==> src/hw/rtl/qwt_pkg.sv <==
// Shared types and constants for the quoted word tokenizer.
`timescale 1ns / 1ps

package qwt_pkg;

  localparam int MAX_WORD = 256;
  localparam int LEN_W    = $clog2(MAX_WORD + 2);

  localparam int CQ_DEPTH = 4;
  localparam int CQ_AW    = $clog2(CQ_DEPTH);
  localparam int CQ_CW    = $clog2(CQ_DEPTH + 1);

  localparam logic [1:0] EV_CHAR = 2'd0;
  localparam logic [1:0] EV_WORD = 2'd1;
  localparam logic [1:0] EV_LIST = 2'd2;

  localparam logic [7:0] CH_NUL    = 8'h00;
  localparam logic [7:0] CH_TAB    = 8'h09;
  localparam logic [7:0] CH_LF     = 8'h0A;
  localparam logic [7:0] CH_CR     = 8'h0D;
  localparam logic [7:0] CH_SPACE  = 8'h20;
  localparam logic [7:0] CH_DQUOTE = 8'h22;
  localparam logic [7:0] CH_SQUOTE = 8'h27;
  localparam logic [7:0] CH_BSLASH = 8'h5C;

  // Results caused by one request, always emitted in field order:
  // character, end of word, end of list.
  typedef struct packed {
    logic       do_char;
    logic [7:0] ch;
    logic       do_word;
    logic       trunc;
    logic       do_list;
  } cmd_t;

endpackage

==> src/hw/rtl/quoted_word_tokenizer_unit.sv <==
// Top level of the quoted word tokenizer.
`timescale 1ns / 1ps

// Splits a byte stream into words, one input byte per request. The front end
// takes one request per clock as long as its four-entry command queue has
// room, and turns it into up to three results (character, end of word, end of
// list). The back end delivers one result per clock through an output
// register while that register is empty or popped; a request causes 0 to 3
// results. Whitespace between words writes nothing to the command queue.
// Words are capped at MAX_WORD characters; extra characters are dropped and
// the end of word is flagged truncated.

module quoted_word_tokenizer_unit
  import qwt_pkg::*;
(
  input  logic       clk,
  input  logic       rst_n,
  input  logic       push,
  output logic       full,
  input  logic       in_kind,
  input  logic [7:0] in_byte_req,
  output logic       empty,
  input  logic       pop,
  output logic [1:0] out_event_res,
  output logic [7:0] out_byte,
  output logic       out_truncated,
  output logic       out_last
);

  logic cmd_wr;
  cmd_t cmd;
  logic q_pop;
  logic q_empty;
  cmd_t q_head;

  qwt_front u_front (
    .clk         (clk),
    .rst_n       (rst_n),
    .push        (push),
    .full        (full),
    .in_kind     (in_kind),
    .in_byte_req (in_byte_req),
    .cmd_wr      (cmd_wr),
    .cmd         (cmd)
  );

  qwt_cmd_fifo u_fifo (
    .clk   (clk),
    .rst_n (rst_n),
    .wr    (cmd_wr),
    .wdata (cmd),
    .rd    (q_pop),
    .rdata (q_head),
    .full  (full),
    .empty (q_empty)
  );

  qwt_back u_back (
    .clk           (clk),
    .rst_n         (rst_n),
    .q_empty       (q_empty),
    .q_head        (q_head),
    .q_pop         (q_pop),
    .empty         (empty),
    .pop           (pop),
    .out_event_res (out_event_res),
    .out_byte      (out_byte),
    .out_truncated (out_truncated),
    .out_last      (out_last)
  );

endmodule

==> src/hw/rtl/qwt_front.sv <==
// Front end: classifies each input byte and tracks the word/quote state.
`timescale 1ns / 1ps

module qwt_front
  import qwt_pkg::*;
(
  input  logic       clk,
  input  logic       rst_n,
  input  logic       push,
  input  logic       full,
  input  logic       in_kind,
  input  logic [7:0] in_byte_req,
  output logic       cmd_wr,
  output cmd_t       cmd
);

  localparam logic [1:0] PH_SKIP   = 2'd0;
  localparam logic [1:0] PH_PLAIN  = 2'd1;
  localparam logic [1:0] PH_QUOTED = 2'd2;
  localparam logic [1:0] PH_DONE   = 2'd3;

  localparam logic [LEN_W-1:0] LEN_MAX = LEN_W'(MAX_WORD);
  localparam logic [LEN_W-1:0] LEN_OVF = LEN_W'(MAX_WORD + 1);

  logic [1:0]       phase_r, phase_nxt;
  logic             qs_r, qs_nxt;
  logic             esc_r, esc_nxt;
  logic [LEN_W-1:0] len_r, len_nxt;

  logic             accept;
  logic             line_end;
  logic             is_ws;
  logic [7:0]       quote;
  logic             ap_char;
  logic [LEN_W-1:0] ap_len;
  logic             cl_char;
  logic [LEN_W-1:0] cl_len;
  logic             cl_empty;
  logic             cl_trunc;

  assign accept   = push && !full;
  assign line_end = in_kind || (in_byte_req == CH_NUL) || (in_byte_req == CH_LF);
  assign is_ws    = (in_byte_req == CH_SPACE) ||
                    ((in_byte_req >= CH_TAB) && (in_byte_req <= CH_CR));
  assign quote    = qs_r ? CH_SQUOTE : CH_DQUOTE;

  // append one character to the word
  assign ap_char  = len_r < LEN_MAX;
  assign ap_len   = ap_char ? len_r + LEN_W'(1) : LEN_OVF;

  // close the word: flush a pending backslash first
  assign cl_char  = esc_r && ap_char;
  assign cl_len   = esc_r ? ap_len : len_r;
  assign cl_empty = (phase_r == PH_QUOTED) && (cl_len == '0);
  assign cl_trunc = cl_len > LEN_MAX;

  always_comb begin
    phase_nxt = phase_r;
    qs_nxt    = qs_r;
    esc_nxt   = esc_r;
    len_nxt   = len_r;
    cmd       = '0;
    cmd.ch    = in_byte_req;
    if (line_end) begin
      case (phase_r)
        PH_SKIP: begin
          cmd.do_list = 1'b1;
        end
        PH_PLAIN, PH_QUOTED: begin
          cmd.do_char = cl_char;
          cmd.ch      = CH_BSLASH;
          cmd.do_word = !cl_empty;
          cmd.trunc   = cl_trunc;
          cmd.do_list = 1'b1;
        end
        default: begin
        end
      endcase
      phase_nxt = PH_SKIP;
      qs_nxt    = 1'b0;
      esc_nxt   = 1'b0;
      len_nxt   = '0;
    end else begin
      case (phase_r)
        PH_SKIP: begin
          if (is_ws) begin
          end else if ((in_byte_req == CH_DQUOTE) || (in_byte_req == CH_SQUOTE)) begin
            phase_nxt = PH_QUOTED;
            qs_nxt    = (in_byte_req == CH_SQUOTE);
            esc_nxt   = 1'b0;
            len_nxt   = '0;
          end else begin
            phase_nxt   = PH_PLAIN;
            esc_nxt     = 1'b0;
            len_nxt     = LEN_W'(1);
            cmd.do_char = 1'b1;
          end
        end
        PH_PLAIN: begin
          if (is_ws) begin
            cmd.do_char = cl_char;
            cmd.ch      = CH_BSLASH;
            cmd.do_word = 1'b1;
            cmd.trunc   = cl_trunc;
            esc_nxt     = 1'b0;
            len_nxt     = cl_len;
            phase_nxt   = PH_SKIP;
          end else begin
            cmd.do_char = ap_char;
            len_nxt     = ap_len;
          end
        end
        PH_QUOTED: begin
          if ((in_byte_req == CH_BSLASH) && !esc_r) begin
            esc_nxt = 1'b1;
          end else if ((in_byte_req == CH_CR) || (!esc_r && (in_byte_req == quote))) begin
            cmd.do_char = cl_char;
            cmd.ch      = CH_BSLASH;
            cmd.do_word = !cl_empty;
            cmd.trunc   = cl_trunc;
            cmd.do_list = cl_empty;
            len_nxt     = cl_len;
            esc_nxt     = 1'b0;
            phase_nxt   = cl_empty ? PH_DONE : PH_SKIP;
          end else begin
            esc_nxt     = 1'b0;
            cmd.do_char = ap_char;
            len_nxt     = ap_len;
          end
        end
        default: begin
        end
      endcase
    end
  end

  assign cmd_wr = accept && (cmd.do_char || cmd.do_word || cmd.do_list);

  always_ff @(posedge clk) begin
    if (!rst_n) begin
      phase_r <= PH_SKIP;
      qs_r    <= 1'b0;
      esc_r   <= 1'b0;
      len_r   <= '0;
    end else if (accept) begin
      phase_r <= phase_nxt;
      qs_r    <= qs_nxt;
      esc_r   <= esc_nxt;
      len_r   <= len_nxt;
    end
  end

endmodule

==> src/hw/rtl/qwt_cmd_fifo.sv <==
// Short command queue between the front end and the back end.
`timescale 1ns / 1ps

module qwt_cmd_fifo
  import qwt_pkg::*;
(
  input  logic clk,
  input  logic rst_n,
  input  logic wr,
  input  cmd_t wdata,
  input  logic rd,
  output cmd_t rdata,
  output logic full,
  output logic empty
);

  cmd_t             mem_r [CQ_DEPTH];
  logic [CQ_AW-1:0] wp_r, wp_nxt;
  logic [CQ_AW-1:0] rp_r, rp_nxt;
  logic [CQ_CW-1:0] cnt_r, cnt_nxt;
  logic             do_wr;
  logic             do_rd;

  assign full  = cnt_r == CQ_CW'(CQ_DEPTH);
  assign empty = cnt_r == '0;
  assign do_wr = wr && !full;
  assign do_rd = rd && !empty;
  assign rdata = mem_r[rp_r];

  always_comb begin
    wp_nxt  = do_wr ? wp_r + CQ_AW'(1) : wp_r;
    rp_nxt  = do_rd ? rp_r + CQ_AW'(1) : rp_r;
    cnt_nxt = cnt_r;
    if (do_wr && !do_rd) begin
      cnt_nxt = cnt_r + CQ_CW'(1);
    end else if (do_rd && !do_wr) begin
      cnt_nxt = cnt_r - CQ_CW'(1);
    end
  end

  always_ff @(posedge clk) begin
    if (do_wr) begin
      mem_r[wp_r] <= wdata;
    end
  end

  always_ff @(posedge clk) begin
    if (!rst_n) begin
      wp_r  <= '0;
      rp_r  <= '0;
      cnt_r <= '0;
    end else begin
      wp_r  <= wp_nxt;
      rp_r  <= rp_nxt;
      cnt_r <= cnt_nxt;
    end
  end

endmodule

==> src/hw/rtl/qwt_back.sv <==
// Back end: expands queued commands into one result per cycle while the output register is empty or popped.
`timescale 1ns / 1ps

module qwt_back
  import qwt_pkg::*;
(
  input  logic       clk,
  input  logic       rst_n,
  input  logic       q_empty,
  input  cmd_t       q_head,
  output logic       q_pop,
  output logic       empty,
  input  logic       pop,
  output logic [1:0] out_event_res,
  output logic [7:0] out_byte,
  output logic       out_truncated,
  output logic       out_last
);

  // rem bits: [0] character, [1] end of word, [2] end of list
  logic [2:0] rem_r, rem_nxt;
  cmd_t       cur_r;
  logic       ov_r, ov_nxt;
  logic [1:0] ev_r;
  logic [7:0] byte_r;
  logic       trunc_r;
  logic       last_r;

  logic       adv;
  logic       emit;
  logic [2:0] sel;
  logic [2:0] rem_left;

  always_comb begin
    adv = !ov_r || pop;
    if (rem_r[0]) begin
      sel = 3'b001;
    end else if (rem_r[1]) begin
      sel = 3'b010;
    end else if (rem_r[2]) begin
      sel = 3'b100;
    end else begin
      sel = 3'b000;
    end
    emit     = adv && (rem_r != 3'b000);
    rem_left = emit ? (rem_r & ~sel) : rem_r;
    q_pop    = (rem_left == 3'b000) && !q_empty;
    rem_nxt  = q_pop ? {q_head.do_list, q_head.do_word, q_head.do_char} : rem_left;
    if (emit) begin
      ov_nxt = 1'b1;
    end else if (pop) begin
      ov_nxt = 1'b0;
    end else begin
      ov_nxt = ov_r;
    end
  end

  always_ff @(posedge clk) begin
    if (!rst_n) begin
      rem_r <= '0;
      ov_r  <= 1'b0;
    end else begin
      rem_r <= rem_nxt;
      ov_r  <= ov_nxt;
    end
  end

  always_ff @(posedge clk) begin
    if (q_pop) begin
      cur_r <= q_head;
    end
    if (emit) begin
      ev_r    <= sel[0] ? EV_CHAR : (sel[1] ? EV_WORD : EV_LIST);
      byte_r  <= sel[0] ? cur_r.ch : 8'h00;
      trunc_r <= sel[1] && cur_r.trunc;
      last_r  <= rem_left == 3'b000;
    end
  end

  assign empty         = !ov_r;
  assign out_event_res = ev_r;
  assign out_byte      = byte_r;
  assign out_truncated = trunc_r;
  assign out_last      = last_r;

endmodule

==> config.mk <==
export PLATFORM = sky130hd
export DESIGN_NAME = quoted_word_tokenizer_unit
export DESIGN_NICKNAME = d
export VERILOG_FILES = /design/src/hw/rtl/qwt_pkg.sv /design/src/hw/rtl/quoted_word_tokenizer_unit.sv /design/src/hw/rtl/qwt_front.sv /design/src/hw/rtl/qwt_cmd_fifo.sv /design/src/hw/rtl/qwt_back.sv
export SDC_FILE = /design/constraint.sdc
export NUM_CORES = 1
export LEC_CHECK = 0
export BUFFER_PORTS_ARGS = -buffer_cell sky130_fd_sc_hd__buf_2
export CORE_ASPECT_RATIO = 0.75
export CORE_MARGIN = 2
export CORE_UTILIZATION = 30
export DETAILED_ROUTE_END_ITERATION = 6
export PLACE_DENSITY_LB_ADDON = 0.08
export SYNTH_ARGS = -nofsm -noshare
export SYNTH_HDL_FRONTEND = slang
export SYNTH_SLANG_ARGS = --single-unit
==> constraint.sdc <==
create_clock -name clk -period 5.3 [get_ports clk]
set_input_delay 0.795 -clock clk [delete_from_list [all_inputs] [get_ports clk]]
set_output_delay 0.795 -clock clk [all_outputs]
set_load 0.03 [all_outputs]
After elaboration in Yosys (flattened, before gate mapping):

Memory sizes are Yosys's and may differ from the RTL's. A register that Yosys moved wholly into a read port is not among the register bits.
Index checks and enable logic that the tools add are counted.

* output and inout port bits: 14
* input port bits: 13
* memories kept: 1
* register bits after elaboration: 45
* RAM bits: 48
* word-level logic and storage cells: 142

Memories
* u_fifo.mem_r: words 4, width 12, rd ports 1, clocked after Yosys merged registers in 1, wr ports 1, RTL line qwt_cmd_fifo.sv:17 `cmd_t mem_r [CQ_DEPTH];`

* multiplexer cells: 54
* bitwise gates (word level): 2
* $lt $le $gt $ge: 4
* add/sub/neg operators: 5
* eq/ne operators: 15
* reductions and logical operators: 46

Operators with widths (number)
* $mux W9: 7
* $pmux W9 S3: 1
* $eq A8 B6 Y1 const B: 3
* $mux W12: 2
* $mux W3: 8
* $mux W11: 2
* $mux W2: 10
* $pmux W10 S2: 1
* $mux W1: 19
* $eq A8 B4 Y1 const B: 2
* $logic_and A1 B1 Y1: 14
* $reduce_and A4 Y1: 3
* $mux W10: 1
* $add A9 B1 Y9 const B: 1
* $gt A9 B9 Y1 const B: 1
* $logic_not A9 Y1: 1
* $lt A9 B9 Y1 const B: 1
* $ne A3 B2 Y1 const B: 3
* $eq A8 B7 Y1 const B: 1
* $eq A8 B8 Y1: 1
* $ge A8 B4 Y1 const B: 1
* $le A8 B4 Y1 const B: 1
* $logic_not A8 Y1: 1
* $logic_or A1 B1 Y1: 8
* 21 further kinds: 33

Depth between registers and ports, before layout:

Gate-level depths: netlist of run 1.

* depth after elaboration: 18
* mapped depth: 15
* gate-level depth less buffers: 14

Cells and area by module:

Synthesis of run 1 repeated with hierarchy kept, for this count alone.

* cell total of the unflattened synthesis: 404
* area total of the unflattened synthesis: 4897.2 um^2

Modules (own cells, without submodules)
* qwt_cmd_fifo: times used 1, area an instance 2217.1 um^2, seq. area each 1621.6 um^2, cells each 110
* qwt_front: times used 1, area an instance 1741.7 um^2, seq. area each 260.2 um^2, cells each 236
* qwt_back: times used 1, area an instance 938.4 um^2, seq. area each 710.7 um^2, cells each 58

Worst setup path after synthesis of run 1:

OpenSTA, ideal clock, no wires.

* kind: in2reg
* from: input port in_byte_req[1]
* to: register u_fifo.cnt_r[2]
* required time: 5.224 ns
* stages: 14
* slack: 1.605 ns
* data arrival time: 3.620 ns
* path buffers: 1
* library setup time: 0.076 ns
* path through: buf_2 nor4b_1 o2111ai_1 o21ai_1 nor4_1 a311o_1 o31a_1 a41oi_4 ha_1 inv_1 fa_1 xor2_1 or3_1 a21boi_0

* longest elaborated chain between the ends: 14
* elaborated cells on any way between the ends: 38
* classes of those cells: order compare (2); eq/ne (7); mux (12); reduce/logical (17)

Ends and longest elaborated chain
* from (decl): RTL line quoted_word_tokenizer_unit.sv:21 `input logic [7:0] in_byte_req,`
* branches (longest 6 deep; another with $ge A8 B4 Y1)
* $mux W12 (*): RTL line qwt_front.sv:64 `if (line_end) begin`
* $logic_or A1 B1 Y1: RTL line qwt_front.sv:137 `assign cmd_wr = accept && (cmd.do_char || cmd.do_word || cmd.do_list);`
* $logic_or A1 B1 Y1 (*): RTL line qwt_front.sv:137
* $logic_and A1 B1 Y1 (*): RTL line qwt_front.sv:137
* $logic_and A1 B1 Y1 (*): RTL line qwt_cmd_fifo.sv:26 `assign do_wr = wr && !full;`
* via u_fifo.do_wr: RTL line qwt_cmd_fifo.sv:21 `logic do_wr;`
* $logic_not A1 Y1: RTL line qwt_cmd_fifo.sv:36 `end else if (do_rd && !do_wr) begin`
* $logic_and A1 B1 Y1: RTL line qwt_cmd_fifo.sv:36
* $reduce_bool A2 Y1 (no source line)
* to (signal assigned): RTL line qwt_cmd_fifo.sv:55 `cnt_r <= cnt_nxt;`
* to (decl): RTL line qwt_cmd_fifo.sv:20 `logic [CQ_CW-1:0] cnt_r, cnt_nxt;`

Mark *: on every way through the listed nets, which the timed path passes.
A chain may end at the register's enable or synchronous reset.

Worst setup path in the final report of run 1:

* from: register u_front.len_r[0]
* to: register u_fifo.cnt_r[2]

* longest elaborated chain between the ends: 17
* elaborated cells on any way between the ends: 26
* classes of those cells: add/sub (1); order compare (1); mux (12); reduce/logical (12)

Ends and longest elaborated chain
* from (decl): RTL line qwt_front.sv:28 `logic [LEN_W-1:0] len_r, len_nxt;`
* from (signal assigned): RTL line qwt_front.sv:149 `len_r <= len_nxt;`
* $add A9 B1 Y9 or $lt A9 B9 Y1 (tied branches): RTL line qwt_front.sv:49, qwt_front.sv:48
* $mux W9: RTL line qwt_front.sv:49 `assign ap_len = ap_char ? len_r + LEN_W'(1) : LEN_OVF;`
* $mux W9: RTL line qwt_front.sv:53 `assign cl_len = esc_r ? ap_len : len_r;`
* $logic_not A9 Y1: RTL line qwt_front.sv:54 `assign cl_empty = (phase_r == PH_QUOTED) && (cl_len == '0);`
* $logic_and A1 B1 Y1: RTL line qwt_front.sv:54
* $logic_not A1 Y1: RTL line qwt_front.sv:72, qwt_front.sv:119
* $mux W11: RTL line qwt_front.sv:116 `end else if ((in_byte_req == CH_CR) || (!esc_r && (in_byte_req == quote))) begin`
* $mux W12: RTL line qwt_front.sv:114 `if ((in_byte_req == CH_BSLASH) && !esc_r) begin`
* [... 2 more ...]
* $logic_or A1 B1 Y1: RTL line qwt_front.sv:137
* $logic_or A1 B1 Y1 (*): RTL line qwt_front.sv:137
* $logic_and A1 B1 Y1 (*): RTL line qwt_front.sv:137
* $logic_and A1 B1 Y1 (*): RTL line qwt_cmd_fifo.sv:26
* via u_fifo.do_wr: RTL line qwt_cmd_fifo.sv:21
* $logic_not A1 Y1: RTL line qwt_cmd_fifo.sv:36
* $logic_and A1 B1 Y1: RTL line qwt_cmd_fifo.sv:36
* $reduce_bool A2 Y1 (no source line)

Mark *: on every way through the listed nets, which the timed path passes. The rest lies on a longest branch.

==> results of run 1 <==
[power breakdown]
| part | internal (uW) | leakage [uW] | switching [uW] | total [uW] |
|---|---|---|---|---|
| clock | 328 | 0.000137 | 303 | 631 |
| combinational | 218 | 0.000799 | 340 | 558 |
| sequential | 997 | 0.000862 | 92.0 | 1090 |
[cell usage after synthesis, types with 3 or more instances]
master,n,area [um^2]
nor3_1,10,50.1
nand4_1,4,25.0
nor2b_1,7,43.8
a21o_1,6,45.0
or3_1,6,37.5
a21oi_1,13,65.1
dfxtp_1,26,521
xor2_1,4,35.0
ha_1,10,125
nor3b_1,4,30.0
xnor2_1,4,35.0
nand2_1,23,86.3
edfxtp_1,69,2070
mux4_2,12,270
mux2i_1,5,50.1
a21boi_0,11,82.6
o211ai_1,3,22.5
o21ai_0,23,115
nand3_1,11,55.1
buf_2,3,15.0
clkbuf_1,14,52.6
nand2b_1,3,18.8
and2_1,24,150
inv_1,19,71.3
nor2_1,20,75.1
[worst min-delay path, cell delays in order, from the launching register on]
cell and delay (ns):
dfxtp_1 0.33, o21ai_0 0.07, a21boi_0 0.07
[worst max path at each step]
stage,endpoint,slack [ns],depth (start not counted)
3_3_place_gp,u_fifo.cnt_r[2]$_SDFFE_PN0P_,1.18,14
6_report,u_fifo.cnt_r[2]$_SDFFE_PN0P_,1.32,13
4_1_cts,u_fifo.cnt_r[2]$_SDFFE_PN0P_,1.33,13
3_5_place_dp,u_fifo.cnt_r[2]$_SDFFE_PN0P_,1.09,14
5_1_grt,u_fifo.cnt_r[2]$_SDFFE_PN0P_,0.93,13
2_1_floorplan,u_fifo.cnt_r[2]$_SDFFE_PN0P_,1.60,14
[metal layers]
metal  vias up  wire (um)  track usage
li1       1470          -            -
met1      1419       4980        0.178
met2        62       4270        0.188
met3        10        394       0.0426
met4         0         96       0.0276
met5         -          0            0
[cell type report]
class / instances / area (um^2) / area share
inverter: 19 / 71.3 / 0.0137
sequential: 95 / 2590 / 0.499
tap: 205 / 256 / 0.0494
clock inverter: 6 / 52.6 / 0.0101
timing repair buffer: 26 / 130 / 0.0250
clock buffer: 10 / 229 / 0.0441
multi-input combinational: 252 / 1860 / 0.359
[state kept, by name, indices dropped and copies added, names as in the netlist, named ones only]
| signal | flops |
|---|---|
| u_back.ov_r | 1 |
| u_front.len_r | 9 |
| u_back.out_byte | 8 |
| u_back.rem_r | 3 |
| u_back.cur_r | 9 |
| u_fifo.cnt_r | 3 |
| u_fifo.mem_r | 48 |
| u_fifo.wp_r | 2 |
| u_front.qs_r | 1 |
| u_back.out_last | 1 |
| u_front.esc_r | 1 |
| u_front.phase_r | 2 |
| u_fifo.rp_r | 2 |
| u_back.out_event_res | 2 |
| u_back.out_truncated | 1 |
[metrics by stage]
step	worst slack (ns)	hold slack, ns	util	cells	cell area [um^2]
6_report	1.32	0.514	0.343	613	5190
2_1_floorplan	1.60	0.468	-	387	4620
4_1_cts	1.33	0.516	0.343	613	5190
3_3_place_gp	1.18	0.486	0.325	597	4910
3_5_place_dp	1.09	0.508	0.325	597	4910
5_1_grt	0.934	0.548	0.343	613	5190
[cell families after synthesis]
| logic type | share of synthesized area |
|---|---|
| compound gates | 0.130 |
| xor+xnor | 0.0152 |
| fa+ha+maj | 0.0336 |
| buf+inv | 0.0360 |
| flops | 0.561 |
| mux | 0.0693 |
| simple gates | 0.155 |
==> impl_results.md, run 1 <==
* Cell Pwr Density at 439 nW/um^2
* Clock sink count at 95
* GRT Util Overall at 0.126
* Vias at approximately 3,000
* Filler cells at between 1,500 and 2,000
* Vias per cell at around 4.8
* EDFF count, synth at a little under 70
* CP Buf/Inv Count at 1
* HP Class: reg2reg
* Initial Util at 0.306
* Max FO, Critical Path at 9
* Drt total wl at between 9000 and 10,000 um
* Vias in the first global route at between 2,000 and 3,000
* Period utilization at 0.752
* Max Cap Violations at 0
* Crit end category: flip-flop
* Post-CTS setup buffer count at 0
* Worst-margin pin slew at 0.860 ns
* Async SR Flop Fraction at 0
* Cell family with most CP delay: simple AND/OR/NAND/NOR gates
* Die area at roughly 16,000 um^2
* Fin Setup TNS at 0 ns
* Hold buffer count at CTS at 0
* FF+latch count, synth at 95
* RR Endpoint: u_fifo.cnt_r[2]$_SDFFE_PN0P_
* Worst Reg2Reg Path Length in Cells at 13
* Clk buf depth at 2
* Synthesis Warnings at 0
* CP startpoint: u_front.len_r[0]$_SDFFE_PN0P_
* Commonest cells after routing, fill and taps aside: edfxtp_1, dfxtp_1, buf_2
* Critical Path, Cell by Cell: ha_1, nand3_1, or2_0, a222oi_1, and3_1, nand3_1, a41oi_4, ha_1, inv_1, fa_1, xor2_1, or3_1, a21boi_0
* Routed Antenna Nets at 0
* Setup crit start kind: flip-flop
* H-tree depth at 3
* Distinct cell type count after synthesis at 68
* Std-Cell Rows at 39
* Synth Flop Type: edfxtp_1
* Syn_area_per_cell at about 12 um^2
* Worst vdd ir at 0.167 mV
* CTS tree: done
* Die W at approximately 150 um
* Drt pass-1 iters at 5
* Routed len/inst at roughly 16 um
* Remaining DRCs at 0
* Skew-Pair Late Insertion Delay at between 0.3 and 0.4 ns
* Layout net count at roughly 430
* Total nets after synthesis at between 400 and 500
* HPWL after detailed placement at around 6700 um
* Tot Pwr at between 2000 and 2500 uW
* RSZ-0062 raised after global routing: no
* Core area at between 15,000 and 20,000 um^2
* Post-cts sizing count at 0
* Layout cells sized above 1 at 0.147
* Final Hold Vio Count at 0
* Slowest-stage cell, CP: a222oi_1
* Initial antenna violation count at 0
* Area grow syn2layout at 12.4%
* Hold depth at 2
* GRT overflow at 0
* Max Slew Vio Count at 0
* Worst-path clk slew at 0.07 ns
* Critical setup path kind: reg2reg
* Post-synthesis cell count at ~390
* Clock skew at just over 0.008 ns
* Status: finished, final reports clean
* Num CTS Buffers at 9
* Fmax at 0.251 GHz
* Largest net degree at the start of global routing at 29
* CP max stage delay at between 0.5 and 0.6 ns
* Leakage at ~0.0018 uW
* R2R setup slack at 1.32 ns
* Setup Viol. Count Final at 0
* Antenna Cells at 0
* R2r startpoint: u_front.len_r[0]$_SDFFE_PN0P_
* IO buf count at 26
* Netlist Area Pre-Place at 4620 um^2
* Initial drt markers at approximately 180
* Hold Path End: u_fifo.cnt_r[2]$_SDFFE_PN0P_
* Clock root buffer: clkbuf_16
* Slew HR at 0.424
* Seq/Total Area, Yosys at 0.561
* Worst EP required at about 5.6 ns
* Io pins at 27
* Die height at 111 um
* HP Start: u_fifo.cnt_r[2]$_SDFFE_PN0P_
* Crit path DAT at approximately 4.3 ns
* Final RePlAce weighted congestion at slightly below 0.8
* First-pass GRT wire length at 16,000 um
* Tmin final at about 4 ns
* Commonest non-fill, non-tap cell in the layout: edfxtp_1
Note: power is estimated with default switching activity, not from simulation.
==> run 2, diff against run 1 <==
- clock period: 5.3 -> 3.98 ns (I/O delays scaled with it)
==> run 2 against run 1 <==
- fmax increased by 7.6%
- global-route usage about the same
- register-to-register slack worse by 1.0 ns
- combinational power is 38% higher
- worst setup slack worse by 1.0 ns
- critical endpoint unchanged
- largest cell class unchanged
==> impl_results.md, run 2 (same netlist as run 1, synthesis figures left out) <==
* IO buf count at 26 (unchanged)
* Die W at 147 um (unchanged)
* Post-route core utilization at 0.350 (+0.00670)
* Slew HR at 0.408 (-0.0165)
* Core area at 15,100 um^2 (unchanged)
* GRT overflow at 0 (unchanged)
* Io pins at 27 (unchanged)
* Vias in the first global route at 2,896 (+0.84%)
* Max FFs per register at 48 (unchanged)
* Commonest non-fill, non-tap cell in the layout: edfxtp_1
* Tmin final at 3.70 ns (-0.283 ns)
* Critical setup path kind: reg2reg
* Final RePlAce weighted congestion at 0.875 (+11%)
* Skew-Pair Late Insertion Delay at 0.35 ns (about the same)
* Routed len/inst at 15.6 um (-1.6%)
* Drt pass-1 iters at 4 (-1)
* Leakage at 0.00186 uW (+3.4%)
* Area grow syn2layout at 14.6%
* GRT Util Overall at 0.126 (-0.000285)
* Tot Pwr at 3060 uW (+34%)
* Remaining DRCs at 0 (unchanged)
* Worst-margin pin slew at 0.887 ns (+0.0267 ns)
* Placed cell count at 609 (+2.0%)
* Largest register by flop count: u_fifo.mem_r
* Setup crit start kind: flip-flop
* Routed Antenna Nets at 0 (unchanged)
* Fmax at 0.270 GHz (+7.6%)
* Crit end category: flip-flop
* Initial antenna violation count at 0 (unchanged)
* Max Cap Violations at 0 (unchanged)
* HP Class: reg2reg
* CTS tree: done
* Final Hold Vio Count at 0 (unchanged)
* Num CTS Buffers at 9 (unchanged)
* Vias at 2,970 (+0.30%)
* Fin Setup TNS at 0 ns (unchanged)
* H-tree depth at 3 (unchanged)
* Crit path DAT at 3.97 ns (-0.29 ns)
* Vias per cell at 4.75 (-1.6%)
* Largest regs: u_fifo.mem_r: 48 flops, u_back.cur_r: 9 flops, u_front.len_r: 9 flops
* Max Slew Vio Count at 0 (unchanged)
* Largest net degree at the start of global routing at 29 (unchanged)
* HPWL after detailed placement at 6900 um (+2.3%)
* First-pass GRT wire length at 15,900 um (-0.65%)
* Commonest cells after routing, fill and taps aside: edfxtp_1, dfxtp_1, buf_2
* Die height at 111 um (unchanged)
* Worst vdd ir at 0.242 mV (+45%)
* Initial Util at 0.306 (unchanged)
* Clock sink count at 95 (unchanged)
* Clock root buffer: clkbuf_16
* Layout net count at 439 (+2.8%)
* Worst-path clk slew at 0.07 ns (about the same)
* Layout cells sized above 1 at 0.174 (+0.0268)
* Clock skew at 0.00710 ns (-0.00108 ns)
* Cell Pwr Density at 577 nW/um^2 (+32%)
* Std-Cell Rows at 39 (unchanged)
* Die area at 16,400 um^2 (unchanged)
* Drt total wl at 9770 um (+0.33%)
* Initial drt markers at 110 (-38%)
* Period utilization at 0.930 (+0.178)
* RSZ-0062 raised after global routing: no
* Antenna Cells at 0 (unchanged)
* Final Non-Filler Cells at 625 (+2.0%)
* Setup Viol. Count Final at 0 (unchanged)
* Worst EP required at 4.25 ns (-1.33 ns)
* Clk buf depth at 2 (unchanged)
* Max FO, Critical Path at 6 (-3)
* Status: finished, final reports clean
## run 2: cell type report
cell class / count / area [um^2]
Multi-Input combinational cell: 252 / 1860
Clock buffer: 9 / 225
Fill cell: 1527 / 9830
Inverter: 19 / 71.3
Timing Repair Buffer: 38 / 220
Tap cell: 205 / 256
Clock inverter: 7 / 66.3
Sequential cell: 95 / 2590
## run 2: worst max-delay path: stages (launching register included)
cell and delay [ns]:
dfxtp_1 0.41, ha_1 0.26, nand3_1 0.13, or2_0 0.32, a222oi_1 0.47, and3_2 0.31, nand3_1 0.16, a41oi_4 0.28
ha_1 0.22, inv_1 0.06, fa_1 0.37, xor2_1 0.17, or3_1 0.29, a21boi_0 0.15
## run 2: final timing paths
path	from	slack [ns]	end	cells past startpoint
worst max register to register	u_front.len_r[1]$_SDFFE_PN0P_	0.28	u_fifo.cnt_r[2]$_SDFFE_PN0P_	13
worst max-delay path	u_front.len_r[1]$_SDFFE_PN0P_	0.28	u_fifo.cnt_r[2]$_SDFFE_PN0P_	13
worst min-delay path	u_fifo.wp_r[0]$_SDFFE_PN0P_	0.50	u_fifo.wp_r[0]$_SDFFE_PN0P_	2
worst min register to register	u_fifo.wp_r[0]$_SDFFE_PN0P_	0.50	u_fifo.wp_r[0]$_SDFFE_PN0P_	2
## run 2: per-stage QoR
step | hold WS (ns) | instance area [um^2] | setup slack [ns]
after global placement | 0.484 | 5000 | 0.327
after detailed placement | 0.493 | 5000 | 0.240
final | 0.504 | 5300 | 0.279
after global routing | 0.540 | 5300 | 0.0147
after floorplan | 0.468 | 4620 | 0.483
after CTS | 0.506 | 5300 | 0.255
## run 2: per-layer routing
layer,vias to the layer above,routed length (um),global-route usage
li1,1502,-,-
met1,1402,5000,0.176
met2,60,4260,0.189
met3,6,434,0.0377
met4,0,82,0.0365
met5,-,0,0
## run 2: report_power, final
part	switching, uW	internal, uW
registers	122	1330
logic	458	310
clock network	402	438
## run 2: what timing repair did
action | in CTS | in global routing
setup buffers | 0 | 0
endpoints found under the setup margin | 0 | 1
hold buffers | 0 | 0
resized for setup | 0 | 1
==> run 3, diff against run 2 <==
--- a/config.mk
+++ b/config.mk
@@ -10,4 +10,5 @@
 export CORE_MARGIN = 2
 export CORE_UTILIZATION = 30
+export CTS_CLUSTER_DIAMETER = 40
 export DETAILED_ROUTE_END_ITERATION = 6
 export PLACE_DENSITY_LB_ADDON = 0.08
==> constraint.sdc (replaced) <==
create_clock -name clk -period 3.98 [get_ports clk]
set_input_delay 0.199 -clock clk [delete_from_list [all_inputs] [get_ports clk]]
set_output_delay 0.199 -clock clk [all_outputs]
set_load 0.03 [all_outputs]
==> run 3 against run 2 <==
- register-to-register slack gained 0.07 ns
- first-iteration DRC count grew 96%
- power up 2.1%
- final area rose by 0.45%
- routed wire length fell by 1.0%
- global-route usage increased by 0.055 points
- cell count decreased by 0.16%
- clock skew up 0.0011 ns
- via count increased by 2.9%
- fmax increased by 2.0%
- utilization up 0.16 points
- largest power group unchanged
==> impl_results.md, run 3 (same netlist as run 1, synthesis figures left out) <==
* Num CTS Buffers at 9 (unchanged)
* Commonest cells after routing, fill and taps aside: edfxtp_1, buf_2, dfxtp_1
* GRT Util Overall at 0.126 (+0.000549)
* Remaining DRCs at 0 (unchanged)
* Hold_ws at 0.187 ns (-0.316 ns)
* Largest regs: u_fifo.mem_r: 48 flops, u_back.cur_r: 9 flops, u_front.len_r: 9 flops
* Max Slew Vio Count at 0 (unchanged)
* Tot Pwr at 3120 uW (+2.1%)
* Final Hold Vio Count at 0 (unchanged)
* Slowest-stage cell, CP: a222oi_1
* Worst-path clk slew at 0.07 ns (about the same)
* Worst Reg2Reg Path Length in Cells at 13 (unchanged)
* Vias in the first global route at 2,986 (+3.1%)
* Hold Path End: u_front.len_r[0]$_SDFFE_PN0P_
* Period utilization at 0.912 (-0.0181)
* CP max stage delay at 0.46 ns (about the same)
* Antenna Cells at 0 (unchanged)
* Worst-margin pin slew at 0.852 ns (-0.0356 ns)
* Worst EP required at 4.24 ns (about the same)
* GRT overflow at 0 (unchanged)
* Tmin final at 3.63 ns (-0.0722 ns)
* Routed Antenna Nets at 0 (unchanged)
* Hold buffer count at CTS at 0 (unchanged)
* HP Start: in_kind
* Critical setup path kind: reg2reg
* Std-Cell Rows at 39 (unchanged)
* Clock skew at 0.00820 ns (+0.00109 ns)
* Largest register by flop count: u_fifo.mem_r
* Initial drt markers at 216 (+96%)
* Drt total wl at 9670 um (-1.0%)
* HP Class: in2reg
* Fmax at 0.276 GHz (+2.0%)
* RSZ-0062 raised after global routing: no
* HPWL after detailed placement at 6860 um (-0.56%)
* H-tree depth at 3 (unchanged)
* Fin area at 5320 um^2 (+0.45%)
* Final Non-Filler Cells at 624 (-0.16%)
* Die W at 147 um (unchanged)
* Max FO, Critical Path at 6 (unchanged)
* Hold depth at 4 (+2)
* Max FFs per register at 48 (unchanged)
* Commonest non-fill, non-tap cell in the layout: edfxtp_1
* Max Cap Violations at 0 (unchanged)
* CTS tree: done
* Vias per cell at 4.90 (+3.0%)
* Slew HR at 0.430 (+0.0225)
* Placed cell count at 607 (-0.33%)
* Layout cells sized above 1 at 0.174 (+0.000415)
* Clk buf depth at 2 (unchanged)
* Routed len/inst at 15.5 um (-0.86%)
* Drt pass-1 iters at 5 (+1)
* Largest net degree at the start of global routing at 29 (unchanged)
* IO buf count at 26 (unchanged)
* Core area at 15,100 um^2 (unchanged)
* RR Endpoint: u_fifo.cnt_r[2]$_SDFFE_PN0P_
* Layout net count at 438 (-0.23%)
* Clock root buffer: clkbuf_16
* Skew-Pair Late Insertion Delay at 0.34 ns (about the same)
* Cell Pwr Density at 586 nW/um^2 (+1.6%)
* Setup Viol. Count Final at 0 (unchanged)
* Placed cell areas at 4990 um^2 (-0.30%)
* Worst vdd ir at 0.203 mV (-16%)
* R2r startpoint: u_front.len_r[1]$_SDFFE_PN0P_
* Vias at 3,055 (+2.9%)
* First-pass GRT wire length at 16,200 um (+2.4%)
* Final RePlAce weighted congestion at 0.781 (-11%)
* Status: finished, final reports clean
* R2R setup slack at 0.35 ns (+0.07 ns)
* Die area at 16,400 um^2 (unchanged)
* Io pins at 27 (unchanged)
* Initial antenna violation count at 0 (unchanged)
* Crit end category: flip-flop
* Die height at 111 um (unchanged)
* Initial Util at 0.306 (unchanged)
* Area grow syn2layout at 15.1%
* Clock sink count at 95 (unchanged)
* Critical Path, Cell by Cell: ha_1, nand3_1, or2_1, a222oi_1, and3_1, nand3_1, a41oi_4, ha_1, inv_1, fa_1, xor2_1, or3_1, a21boi_0
* Crit path DAT at 3.89 ns (-0.08 ns)
* Leakage at 0.00188 uW (+0.94%)
* Setup crit start kind: flip-flop
* Fin Setup TNS at 0 ns (unchanged)
run 3: changes by cell type in the layout (fill, tap and decap cells not counted), sizes merged:
| cell | before | now |
|---|---|---|
| bufinv | 0 | 1 |
| clkinvlp | 2 | 0 |
| buf | 38 | 37 |
| clkinv | 2 | 3 |
run 3: through the flow:
step / utilization / setup slack, ns
finish: 0.352 / 0.351
floorplan: - / 0.537
global route: 0.352 / 0.00692
global placement: 0.330 / 0.341
detailed placement: 0.330 / 0.234
CTS: 0.351 / 0.199
run 3: how the worst max path moves through the flow:
stage | to | slack, ns | start | depth (start not counted)
after global routing | u_fifo.cnt_r[2]$_SDFFE_PN0P_ | 0.007 | u_front.len_r[1]$_SDFFE_PN0P_ | 13
after CTS | u_fifo.cnt_r[2]$_SDFFE_PN0P_ | 0.20 | u_front.len_r[0]$_SDFFE_PN0P_ | 13
after floorplan | u_fifo.cnt_r[2]$_SDFFE_PN0P_ | 0.54 | u_front.len_r[1]$_SDFFE_PN0P_ | 14
after global placement | u_fifo.cnt_r[2]$_SDFFE_PN0P_ | 0.34 | u_front.len_r[0]$_SDFFE_PN0P_ | 13
final | u_fifo.cnt_r[2]$_SDFFE_PN0P_ | 0.35 | u_front.len_r[1]$_SDFFE_PN0P_ | 13
after detailed placement | u_fifo.cnt_r[2]$_SDFFE_PN0P_ | 0.23 | u_front.len_r[0]$_SDFFE_PN0P_ | 13
run 3: critical path, delay by kind of cell, from the launching register on:
kind	cells	cell delay [ns]
fa+ha+maj	3	0.83
buf+inv	1	0.06
compound gates	3	0.89
simple gates	5	1.19
xor+xnor	1	0.17
flops	1	0.41
run 3: cell type report:
cell class,instances,area (um^2)
clock buffers,9,225
clock inverters,7,97.6
fillers,1518,9810
inverters,19,71.3
multi-input cells,252,1860
flip-flops and latches,95,2590
well taps,205,256
repair buffers,37,213
run 3: what timing repair did:
action / 4_1_cts / 5_1_grt
resized for setup: 0 / 2
hold endpoints to repair: 0 / 0
setup endpoints to repair: 0 / 1
buffers inserted: 0 / 1
run 3: where the power goes:
part	internal [uW]	switching, uW	total (uW)
logic	306	455	761
registers	1330	121	1450
clock network	508	403	911
run 3: metal layers:
metal  wire length (um)  GRT usage
met3                500     0.0254
met4                 98     0.0359
met5                  0          0
met1               4740      0.179
met2               4340      0.197
